## src/hdl/fmrl_pkg.sv

```systemverilog
// Shared types and constants for the first-match route lookup block.
// No dependencies; imported by fmrl_table, fmrl_ctrl, the top level and the testbench.
package fmrl_pkg;

  // Field widths fixed by the interface
  localparam int ADDR_W  = 32;
  localparam int PORT_W  = 8;
  localparam int INDEX_W = 6;
  localparam int COUNT_W = 7;

  // Default number of table slots
  localparam int DEFAULT_TABLE_DEPTH = 64;

  // Request kinds
  localparam logic REQ_WRITE  = 1'b0;
  localparam logic REQ_LOOKUP = 1'b1;

  // One stored route
  typedef struct packed {
    logic [ADDR_W-1:0] network;
    logic [ADDR_W-1:0] mask;
    logic [ADDR_W-1:0] gateway;
    logic [PORT_W-1:0] port;
  } route_entry_t;

  // Table write request (address travels separately, its width follows the depth)
  typedef struct packed {
    logic         en;
    route_entry_t data;
  } tbl_wr_t;

endpackage

```

## src/hdl/fmrl_ctrl.sv

```systemverilog
// Request sequencer: table writes, first-match scan over the table memory,
// entry count register and the output word register. Depends on fmrl_pkg.
module fmrl_ctrl
  import fmrl_pkg::*;
#(
  parameter int TABLE_DEPTH = DEFAULT_TABLE_DEPTH,
  localparam int AW = (TABLE_DEPTH > 1) ? $clog2(TABLE_DEPTH) : 1
) (
  input  logic               clk,
  input  logic               rst,
  // configuration
  input  logic               cfg_wr_en,
  input  logic [COUNT_W-1:0] cfg_wr_data,
  // request channel
  input  logic               in_valid,
  output logic               in_ready,
  input  logic               req_type,
  input  logic [INDEX_W-1:0] entry_index,
  input  logic [ADDR_W-1:0]  entry_network,
  input  logic [ADDR_W-1:0]  entry_mask,
  input  logic [ADDR_W-1:0]  entry_gateway,
  input  logic [PORT_W-1:0]  entry_port,
  input  logic [ADDR_W-1:0]  lookup_addr,
  // result channel
  output logic               out_valid,
  input  logic               out_ready,
  output logic               write_done,
  output logic               hit,
  output logic [INDEX_W-1:0] match_index,
  output logic [ADDR_W-1:0]  gateway_addr,
  output logic [PORT_W-1:0]  out_port,
  // table memory
  output tbl_wr_t            tbl_wr,
  output logic [AW-1:0]      tbl_wr_addr,
  output logic               tbl_rd_en,
  output logic [AW-1:0]      tbl_rd_addr,
  input  route_entry_t       tbl_rd_data
);

  // counter width holds 0..TABLE_DEPTH
  localparam int CW = $clog2(TABLE_DEPTH + 1);
  localparam int LW = (CW > COUNT_W) ? CW : COUNT_W;

  typedef enum logic [2:0] {
    ST_IDLE = 3'b001,
    ST_SCAN = 3'b010,
    ST_RESP = 3'b100
  } state_t;

  state_t             state, state_next;
  logic [COUNT_W-1:0] entry_count;
  logic [CW-1:0]      limit;
  logic [CW-1:0]      issue_ptr;
  logic [CW-1:0]      chk_idx;
  logic               chk_valid;
  logic [ADDR_W-1:0]  addr;

  // pending result, waits in RESP for the output register
  logic               res_write;
  logic               res_hit;
  logic [CW-1:0]      res_idx;
  logic [ADDR_W-1:0]  res_gateway;
  logic [PORT_W-1:0]  res_port;

  logic               accept;
  logic               is_write;
  logic [31:0]        slot_wide;
  logic               slot_ok;
  logic [LW-1:0]      count_wide;
  logic [LW-1:0]      depth_wide;
  logic [LW-1:0]      limit_wide;
  logic               match;
  logic               last_chk;
  logic               out_load;
  logic [31:0]        res_idx_wide;

  // entry count register
  always_ff @(posedge clk) begin
    if (rst) begin
      entry_count <= '0;
    end else if (cfg_wr_en) begin
      entry_count <= cfg_wr_data;
    end
  end

  assign in_ready = (state == ST_IDLE);
  assign accept   = in_valid && in_ready;
  assign is_write = (req_type == REQ_WRITE);

  // table write, taken straight from the accepted word
  assign slot_wide    = 32'(entry_index);
  assign slot_ok      = slot_wide < 32'(TABLE_DEPTH);
  assign tbl_wr.en    = accept && is_write && slot_ok;
  assign tbl_wr.data  = '{network: entry_network, mask: entry_mask,
                          gateway: entry_gateway, port: entry_port};
  assign tbl_wr_addr  = slot_wide[AW-1:0];

  // search limit saturates at the table depth
  assign count_wide = LW'(entry_count);
  assign depth_wide = LW'(TABLE_DEPTH);
  assign limit_wide = (count_wide > depth_wide) ? depth_wide : count_wide;

  // scan reads, one entry per cycle
  assign tbl_rd_en   = (state == ST_SCAN) && (issue_ptr < limit);
  assign tbl_rd_addr = issue_ptr[AW-1:0];

  // compare the entry returned by the memory
  assign match    = (tbl_rd_data.mask & tbl_rd_data.network) ==
                    (tbl_rd_data.mask & addr);
  assign last_chk = ({1'b0, chk_idx} + (CW+1)'(1)) == {1'b0, limit};

  assign out_load = (state == ST_RESP) && (!out_valid || out_ready);

  // next state
  always_comb begin
    state_next = state;
    unique case (state)
      ST_IDLE: begin
        if (accept) begin
          if (is_write || (limit_wide == '0)) begin
            state_next = ST_RESP;
          end else begin
            state_next = ST_SCAN;
          end
        end
      end
      ST_SCAN: begin
        if (chk_valid && (match || last_chk)) begin
          state_next = ST_RESP;
        end
      end
      ST_RESP: begin
        if (out_load) begin
          state_next = ST_IDLE;
        end
      end
      default: state_next = ST_IDLE;
    endcase
  end

  // control registers
  always_ff @(posedge clk) begin
    if (rst) begin
      state     <= ST_IDLE;
      chk_valid <= 1'b0;
    end else begin
      state     <= state_next;
      chk_valid <= tbl_rd_en && !(chk_valid && (match || last_chk));
    end
  end

  // scan pointers and pending result
  always_ff @(posedge clk) begin
    if (accept) begin
      addr        <= lookup_addr;
      limit       <= limit_wide[CW-1:0];
      issue_ptr   <= '0;
      res_write   <= is_write;
      res_hit     <= 1'b0;
      res_idx     <= '0;
      res_gateway <= '0;
      res_port    <= '0;
    end else if (state == ST_SCAN) begin
      if (tbl_rd_en) begin
        issue_ptr <= issue_ptr + CW'(1);
      end
      if (chk_valid && match) begin
        res_hit     <= 1'b1;
        res_idx     <= chk_idx;
        res_gateway <= tbl_rd_data.gateway;
        res_port    <= tbl_rd_data.port;
      end
    end
    if (tbl_rd_en) begin
      chk_idx <= issue_ptr;
    end
  end

  // output word register
  assign res_idx_wide = 32'(res_idx);

  always_ff @(posedge clk) begin
    if (rst) begin
      out_valid <= 1'b0;
    end else if (out_load) begin
      out_valid <= 1'b1;
    end else if (out_ready) begin
      out_valid <= 1'b0;
    end
  end

  always_ff @(posedge clk) begin
    if (out_load) begin
      write_done   <= res_write;
      hit          <= res_hit;
      match_index  <= res_idx_wide[INDEX_W-1:0];
      gateway_addr <= res_gateway;
      out_port     <= res_port;
    end
  end

endmodule

```

## config.mk

```make
export PLATFORM = sky130hd
export DESIGN_NAME = fmrl_ctrl
export DESIGN_NICKNAME = d
export VERILOG_FILES = /design/src/hdl/fmrl_pkg.sv /design/src/hdl/fmrl_ctrl.sv
export SDC_FILE = /design/constraint.sdc
export NUM_CORES = 1
export LEC_CHECK = 0
export BUFFER_PORTS_ARGS = -buffer_cell sky130_fd_sc_hd__buf_2
export CAP_MARGIN = 20
export CORE_AREA = 5 5 162 164
export CTS_CLUSTER_DIAMETER = 150
export DETAILED_ROUTE_END_ITERATION = 8
export DIE_AREA = 0 0 167 169
export PLACE_DENSITY = 0.57
export SLEW_MARGIN = 0
export SYNTH_ARGS = -nofsm -noshare
export SYNTH_HDL_FRONTEND = slang
export SYNTH_SLANG_ARGS = --single-unit
```

## constraint.sdc

```tcl
create_clock -name clk -period 7.5 [get_ports clk]
set_input_delay 1.5 -clock clk [delete_from_list [all_inputs] [get_ports clk]]
set_output_delay 1.5 -clock clk [all_outputs]
set_load 0.05 [all_outputs]
```

==> results of run 1 <==
## worst reg2reg max path, delay by kind of cell (launching register included)
family / cells / cell delay, ns
DFF: 1 / 0.42
AOI/OAI and AO/OA: 4 / 0.81
and+or+nand+nor: 2 / 1.20
## logic make-up after synthesis
logic type,count (synthesis),synth area share [%]
AOI/OAI and AO/OA,136,10.8
xor gates and xnor gates,42,5.16
adders and majority gates,8,1.41
buffers and inverters,157,14.6
DFF,161,58.6
muxes,9,1.26
and+or+nand+nor,112,8.17
## per-layer routing
layer  GRT usage [%]  share of wire (%)  vias up
met2            20.4                 48      180
met4            4.48                2.3        2
li1                -                  -     2272
met5               0               0.11        -
met3            5.07                8.3       46
met1            14.2                 41     2185
## worst max-delay path by stage
stage	startpoint	to	cells after the start
3_3_place_gp	state[2]	tbl_rd_en	6
5_1_grt	state[2]	tbl_rd_en	6
6_report	state[2]	tbl_rd_en	6
2_1_floorplan	in_valid	tbl_wr[104]	2
4_1_cts	state[2]	tbl_rd_en	6
3_5_place_dp	state[2]	tbl_rd_en	6
## metrics by stage
stage	instances	power, W	cell area, µm²	worst slack (ns)	hold WS (ns)
3_5_place_dp	1018	0.00113	7610	3.60	0.407
5_1_grt	1052	0.00212	8290	3.00	0.427
6_report	1052	0.00204	8290	3.20	0.418
4_1_cts	1050	0.00208	8250	3.14	0.422
2_1_floorplan	625	0.00122	7120	3.32	0.400
3_3_place_gp	1018	0.00112	7610	3.67	0.403
## where the power goes
| part | internal [W] | total (W) | leakage [nW] | switching (W) |
|---|---|---|---|---|
| logic | 0.0000578 | 0.000132 | 1.55 | 0.0000739 |
| registers | 0.000959 | 0.000974 | 1.49 | 0.0000146 |
| clock network | 0.000557 | 0.000934 | 0.310 | 0.000377 |
| total | 0.00157 | 0.00204 | 3.35 | 0.000465 |
## layout by cell type (no fill, tap or decap), drive strengths merged, types with 3 or more instances in the layout
| cell | netlist | final |
|---|---|---|
| dfxtp | 66 | 66 |
| nand4 | 5 | 5 |
| nor3 | 5 | 5 |
| bufinv | 0 | 3 |
| a211oi | 4 | 4 |
| xnor2 | 7 | 7 |
| nand3 | 50 | 50 |
| nand2 | 8 | 8 |
| nor4 | 3 | 3 |
| inv | 10 | 17 |
| nand2b | 5 | 5 |
| o21ai | 51 | 51 |
| xor2 | 35 | 35 |
| buf | 121 | 212 |
| ha | 8 | 8 |
| nor2 | 17 | 17 |
| a22oi | 14 | 14 |
| edfxtp | 95 | 95 |
| a21o | 4 | 4 |
| nor2b | 6 | 6 |
| or3 | 3 | 3 |
| a21oi | 55 | 55 |
| clkbuf | 26 | 19 |
| mux2i | 9 | 9 |
## layout make-up
| class | instances | area [µm²] |
|---|---|---|
| Clock inverter | 13 | 186 |
| Tap cell | 330 | 413 |
| Sequential cell | 161 | 4170 |
| Clock buffer | 19 | 454 |
| Inverter | 10 | 37.5 |
| Fill cell | 2496 | 16500 |
| Timing Repair Buffer | 212 | 1100 |
| Multi-Input combinational cell | 307 | 1930 |
## flip-flops by register name (all words and copies together) (netlist names), 3 cells and up
| name | cells |
|---|---|
| addr | 32 |
| gateway_addr | 32 |
| res_gateway | 32 |
| out_port | 8 |
| res_port | 8 |
| chk_idx | 7 |
| count_wide | 7 |
| issue_ptr | 7 |
| limit | 7 |
| match_index | 6 |
| res_idx | 6 |
| state | 3 |
==> out/results.txt, run 1 <==
Period Utilization, post-route: 57.4%
Worst R2R Path Depth: 6
First-pass GRT wire length: 27,000 µm
Crit. End Element: output port
Synth area leaders: edfxtp_1 (40%), dfxtp_1 (19%), buf_4 (12%)
Net Count, Synth: 892
RSZ-0062 raised after global routing: false
Seq cells post-synth: 161
Hold Startpoint: res_idx[3]
Initial Utilization: 28.8%
# DRC: 0
# hold bufs at CTS: 0
Total CTS buffers: 17
Layout area overhead: 16.4%
VDD IR max: 143 µV
Final min period: 4.30 ns
Most frequent cells after synthesis: buf_4 (116), edfxtp_1 (95), dfxtp_1 (66)
Core Util, Final: 33.5%
Worst Path Arrival: 2.80 ns
Mapped Cells: 625
Initial DRC count: 280
Die height: 169 µm
Max cap viols: 0
Run status: finished, final reports clean
Setup_tns: 0 ns
Sequential share of the synthesized area: 58.6%
Hold Crit Depth: 0
Post-synth EDFFs: 95
Root Buffer: clkbuf_16
Asr flop ratio synth: 0%
CTS max path bufs: 2
CTS tree: done
Final WL: 17,700 µm
Slew Limit Headroom: 51.8%
Top FF cell, synth: edfxtp_1
Synthesized area per cell: 11.4 µm²
Grt ovf: 0
Global-route usage over all layers: 12.2%
Top-area cell type share of the netlist area: 40.0%
Port Buffers: 206
Sink Count: 161
CP max FO: 48
Largest net degree at the start of global routing: 56
Routed length per placed instance: 16.8 µm
Die width: 167 µm
Antenna Nets Post-Route: 0
Synth Warn #: 0
Vias per cell: 4.45
Vias after detailed routing: 4,685
Clock Pin Slew Worst Setup and Hold Paths: 0.07 ns
Tightest Pin Transition: 0.723 ns
Die area: 0.0282 mm²
CTS H-Tree Depth: 4
Final Max Tran Viols: 0
Diodes inserted: 0
Hold endpoint: match_index[3]
Mapped cell area: 0.00712 mm²
Crit start category: flop
Largest stage delay, worst path: 0.67 ns
Gpl congestion: 0.800
Final Hold Fails: 0
Hold Path Class: reg -> reg
Reg-to-reg endpoint: issue_ptr[6]
Top-Level Pins: 427
Distinct cells, synth: 42
Final setup vio count: 0
Vias in the first global route: 4,757
Row cnt: 58
Clock Latency Late Sink: 0.42 ns
Area leader, netlist: edfxtp_1
Ratio of cells with drive above 1 in the final layout: 34.6%
Skew final: 0.0136 ns
Req. time, crit path: 6.00 ns
Total core area: 0.0247 mm²
CP Cell Sequence: or3b_4, a211oi_2, o21ai_1, a21o_1, inv_1, buf_2
R2r setup slk: 4.99 ns
Post-CTS Setup Inserts: 0
Leak: 3.35 nW
WP buf/inv: 2
Pwr dens: 246 mW/mm²
Drt pass-1 iters: 4
Number of gates resized after cts: 0
CP top delay family: simple AND/OR/NAND/NOR gates
FMAX: 232 MHz
Slowest stage cell, crit path: or3b_4
DP HPWL: 13,100 µm
Initial antenna violation count: 1
Count leader, synth: buf_4
Critical path type: reg -> out
Reg2Reg Launch Point: state[2]
Nets: 976
Power figures use the tool's default switching activity.
==> run 2: changes to the inputs <==
CORE_AREA = 5 5 163 165   (was 5 5 162 164)
DIE_AREA = 0 0 168 170   (was 0 0 167 169)
PLACE_DENSITY = 0.56   (was 0.57)
clock period = 4.1 ns   (was 7.5 ns; I/O delays follow)
==> run 2 against run 1 <==
Against the previous run: sequential power is 83% higher; largest cell class unchanged; wire length increased by 3.4%; critical path type unchanged; combinational power grew 83%; register-to-register slack got worse by 3.4 ns; highest routed layer is now met4; clock-buffer cell count decreased by 1; power rose by 74%; worst hold slack improved by 0.0090 ns; sequential share of layout area increased by 0.42 points; clock skew about the same; sequential cell count did not move.
==> out/results.txt, run 2 (synthesis results as in run 1) <==
Run status: finished, final reports clean
Sink Count: 161 (unchanged)
Crit. End Element: output port
First-pass GRT wire length: 27,400 µm (+1.3%)
Worst Path Arrival: 2.78 ns (-0.02 ns)
Final setup margin: 0.496 ns (-2.70 ns)
VDD IR max: 219 µV (+53%)
Clock Pin Slew Worst Setup and Hold Paths: 0.07 ns (about the same)
Row cnt: 58 (unchanged)
Die area: 0.0286 mm² (+1.2%)
Setup_tns: 0 ns (unchanged)
Drt pass-1 iters: 4 (unchanged)
FMAX: 278 MHz
Global-route usage over all layers: 12.3% (+0.038 points)
# DRC: 0 (unchanged)
Ratio of cells with drive above 1 in the final layout: 34.6% (unchanged)
Total power draw: 0.00355 W (+74%)
Pre-CTS setup slack: 0.906 ns (-2.69 ns)
Top-Level Pins: 427 (unchanged)
Hold Path Class: reg -> reg
CP Cell Sequence: or3b_4, a211oi_2, o21ai_1, a21o_1, inv_1, buf_2
CTS max path bufs: 2 (unchanged)
Pwr dens: 432 mW/mm² (+76%)
Initial Utilization: 28.6% (-0.17 points)
CTS tree: done
Final WL: 18,300 µm (+3.4%)
Hold endpoint: match_index[3]
Grt ovf: 0 (unchanged)
Total core area: 0.0249 mm² (+0.59%)
Largest net degree at the start of global routing: 59 (+5.4%)
Routed length per placed instance: 17.4 µm (+3.4%)
Leak: 3.32 nW (-0.98%)
Period Utilization, post-route: 87.9%
Biggest regs: addr x32, gateway_addr x32, res_gateway x32
Number of gates resized after cts: 0 (unchanged)
CTS H-Tree Depth: 4 (unchanged)
Critical path type: reg -> out
Initial antenna violation count: 0 (-1)
R2r setup slk: 1.60 ns (-3.39 ns)
Hold Startpoint: res_idx[3]
RSZ-0062 raised after global routing: false
Skew final: 0.0141 ns (+0.000420 ns)
Crit start category: flop
Vias after detailed routing: 4,724 (+0.83%)
Initial DRC count: 231 (-18%)
Commonest non-fill, non-tap cell in the layout: buf_2
Max cap viols: 0 (unchanged)
Largest stage delay, worst path: 0.67 ns (about the same)
Final setup vio count: 0 (unchanged)
Total CTS buffers: 17 (unchanged)
Core Util, Final: 33.0% (-0.47 points)
# hold bufs at CTS: 0 (unchanged)
Final Max Tran Viols: 0 (unchanged)
Nets: 976 (unchanged)
Vias in the first global route: 4,753 (-0.084%)
Layout area overhead: 15.5%
Post-CTS Setup Inserts: 0 (unchanged)
Gpl congestion: 0.837 (+4.6%)
Die width: 168 µm (+0.60%)
CP max FO: 48 (unchanged)
Port Buffers: 206 (unchanged)
Slowest stage cell, crit path: or3b_4
Number of fill cells: 2,523 (+1.1%)
Final Hold Fails: 0 (unchanged)
Hold Crit Depth: 0 (unchanged)
DP HPWL: 13,700 µm (+4.7%)
Final min period: 3.60 ns
Vias per cell: 4.49 (+0.83%)
Reg2Reg Launch Point: state[2]
Diodes inserted: 0 (unchanged)
Slew Limit Headroom: 48.9% (-2.9 points)
Reg-to-reg endpoint: issue_ptr[6]
Worst R2R Path Depth: 6 (unchanged)
Die height: 170 µm (+0.59%)
Clock Latency Late Sink: 0.42 ns (about the same)
Root Buffer: clkbuf_16
Req. time, crit path: 3.28 ns (-2.72 ns)
Commonest cells after routing, fill and taps aside: buf_2 (206), edfxtp_1 (95), dfxtp_1 (66), a21oi_1 (55), nand3_1 (50)
WP buf/inv: 2 (unchanged)
Antenna Nets Post-Route: 0 (unchanged)
CP top delay family: simple AND/OR/NAND/NOR gates
Tightest Pin Transition: 0.767 ns (+0.0438 ns)
run 2: changes by cell type in the layout (fill, tap and decap cells not counted):
cell        change
inv_4           +1
inv_6           -6
inv_8           +6
clkinv_4        +2
clkinvlp_4      +1
clkbuf_16       -1
bufinv_16       -3
run 2: worst max-delay path by stage:
stage                   from         to  slack (ns)  depth (start not counted)
finish              state[2]  tbl_rd_en        0.50                          6
global route        state[2]  tbl_rd_en        0.31                          6
detailed placement  state[2]  tbl_rd_en        0.91                          6
CTS                 state[2]  tbl_rd_en        0.45                          6
floorplan           in_valid    addr[0]        1.04                          4
global placement    state[2]  tbl_rd_en        0.95                          6
run 2: metal layers:
metal | vias to the layer above | share of wire, % | track usage (%)
met5 | - | 0 | 0
met4 | 0 | 3.0 | 5.22
met3 | 52 | 8.5 | 4.62
met2 | 195 | 50 | 20.6
met1 | 2204 | 39 | 14.1
li1 | 2273 | - | -
run 2: layout make-up:
cell class	instances	area, µm²	share of cell area (%)
Multi-Input combinational cell	307	1930	23.4
Inverter	10	37.5	0.456
Clock inverter	14	143	1.73
Tap cell	330	413	5.02
Sequential cell	161	4170	50.7
Clock buffer	18	429	5.22
Timing Repair Buffer	212	1100	13.4
run 2: where the power goes:
part	internal [W]	leakage [nW]	switching (W)	total, W
Clock	0.000812	0.277	0.000719	0.00153
Sequential	0.00175	1.49	0.0000258	0.00178
Combinational	0.000106	1.55	0.000135	0.000241
Total	0.00267	3.32	0.000880	0.00355
run 2: through the flow:
stage	instances	hold WS, ns	area (µm²)
2_1_floorplan	625	0.400	7120
3_3_place_gp	1018	0.405	7610
3_5_place_dp	1019	0.410	7630
4_1_cts	1051	0.426	8210
5_1_grt	1052	0.440	8230
6_report	1052	0.427	8230
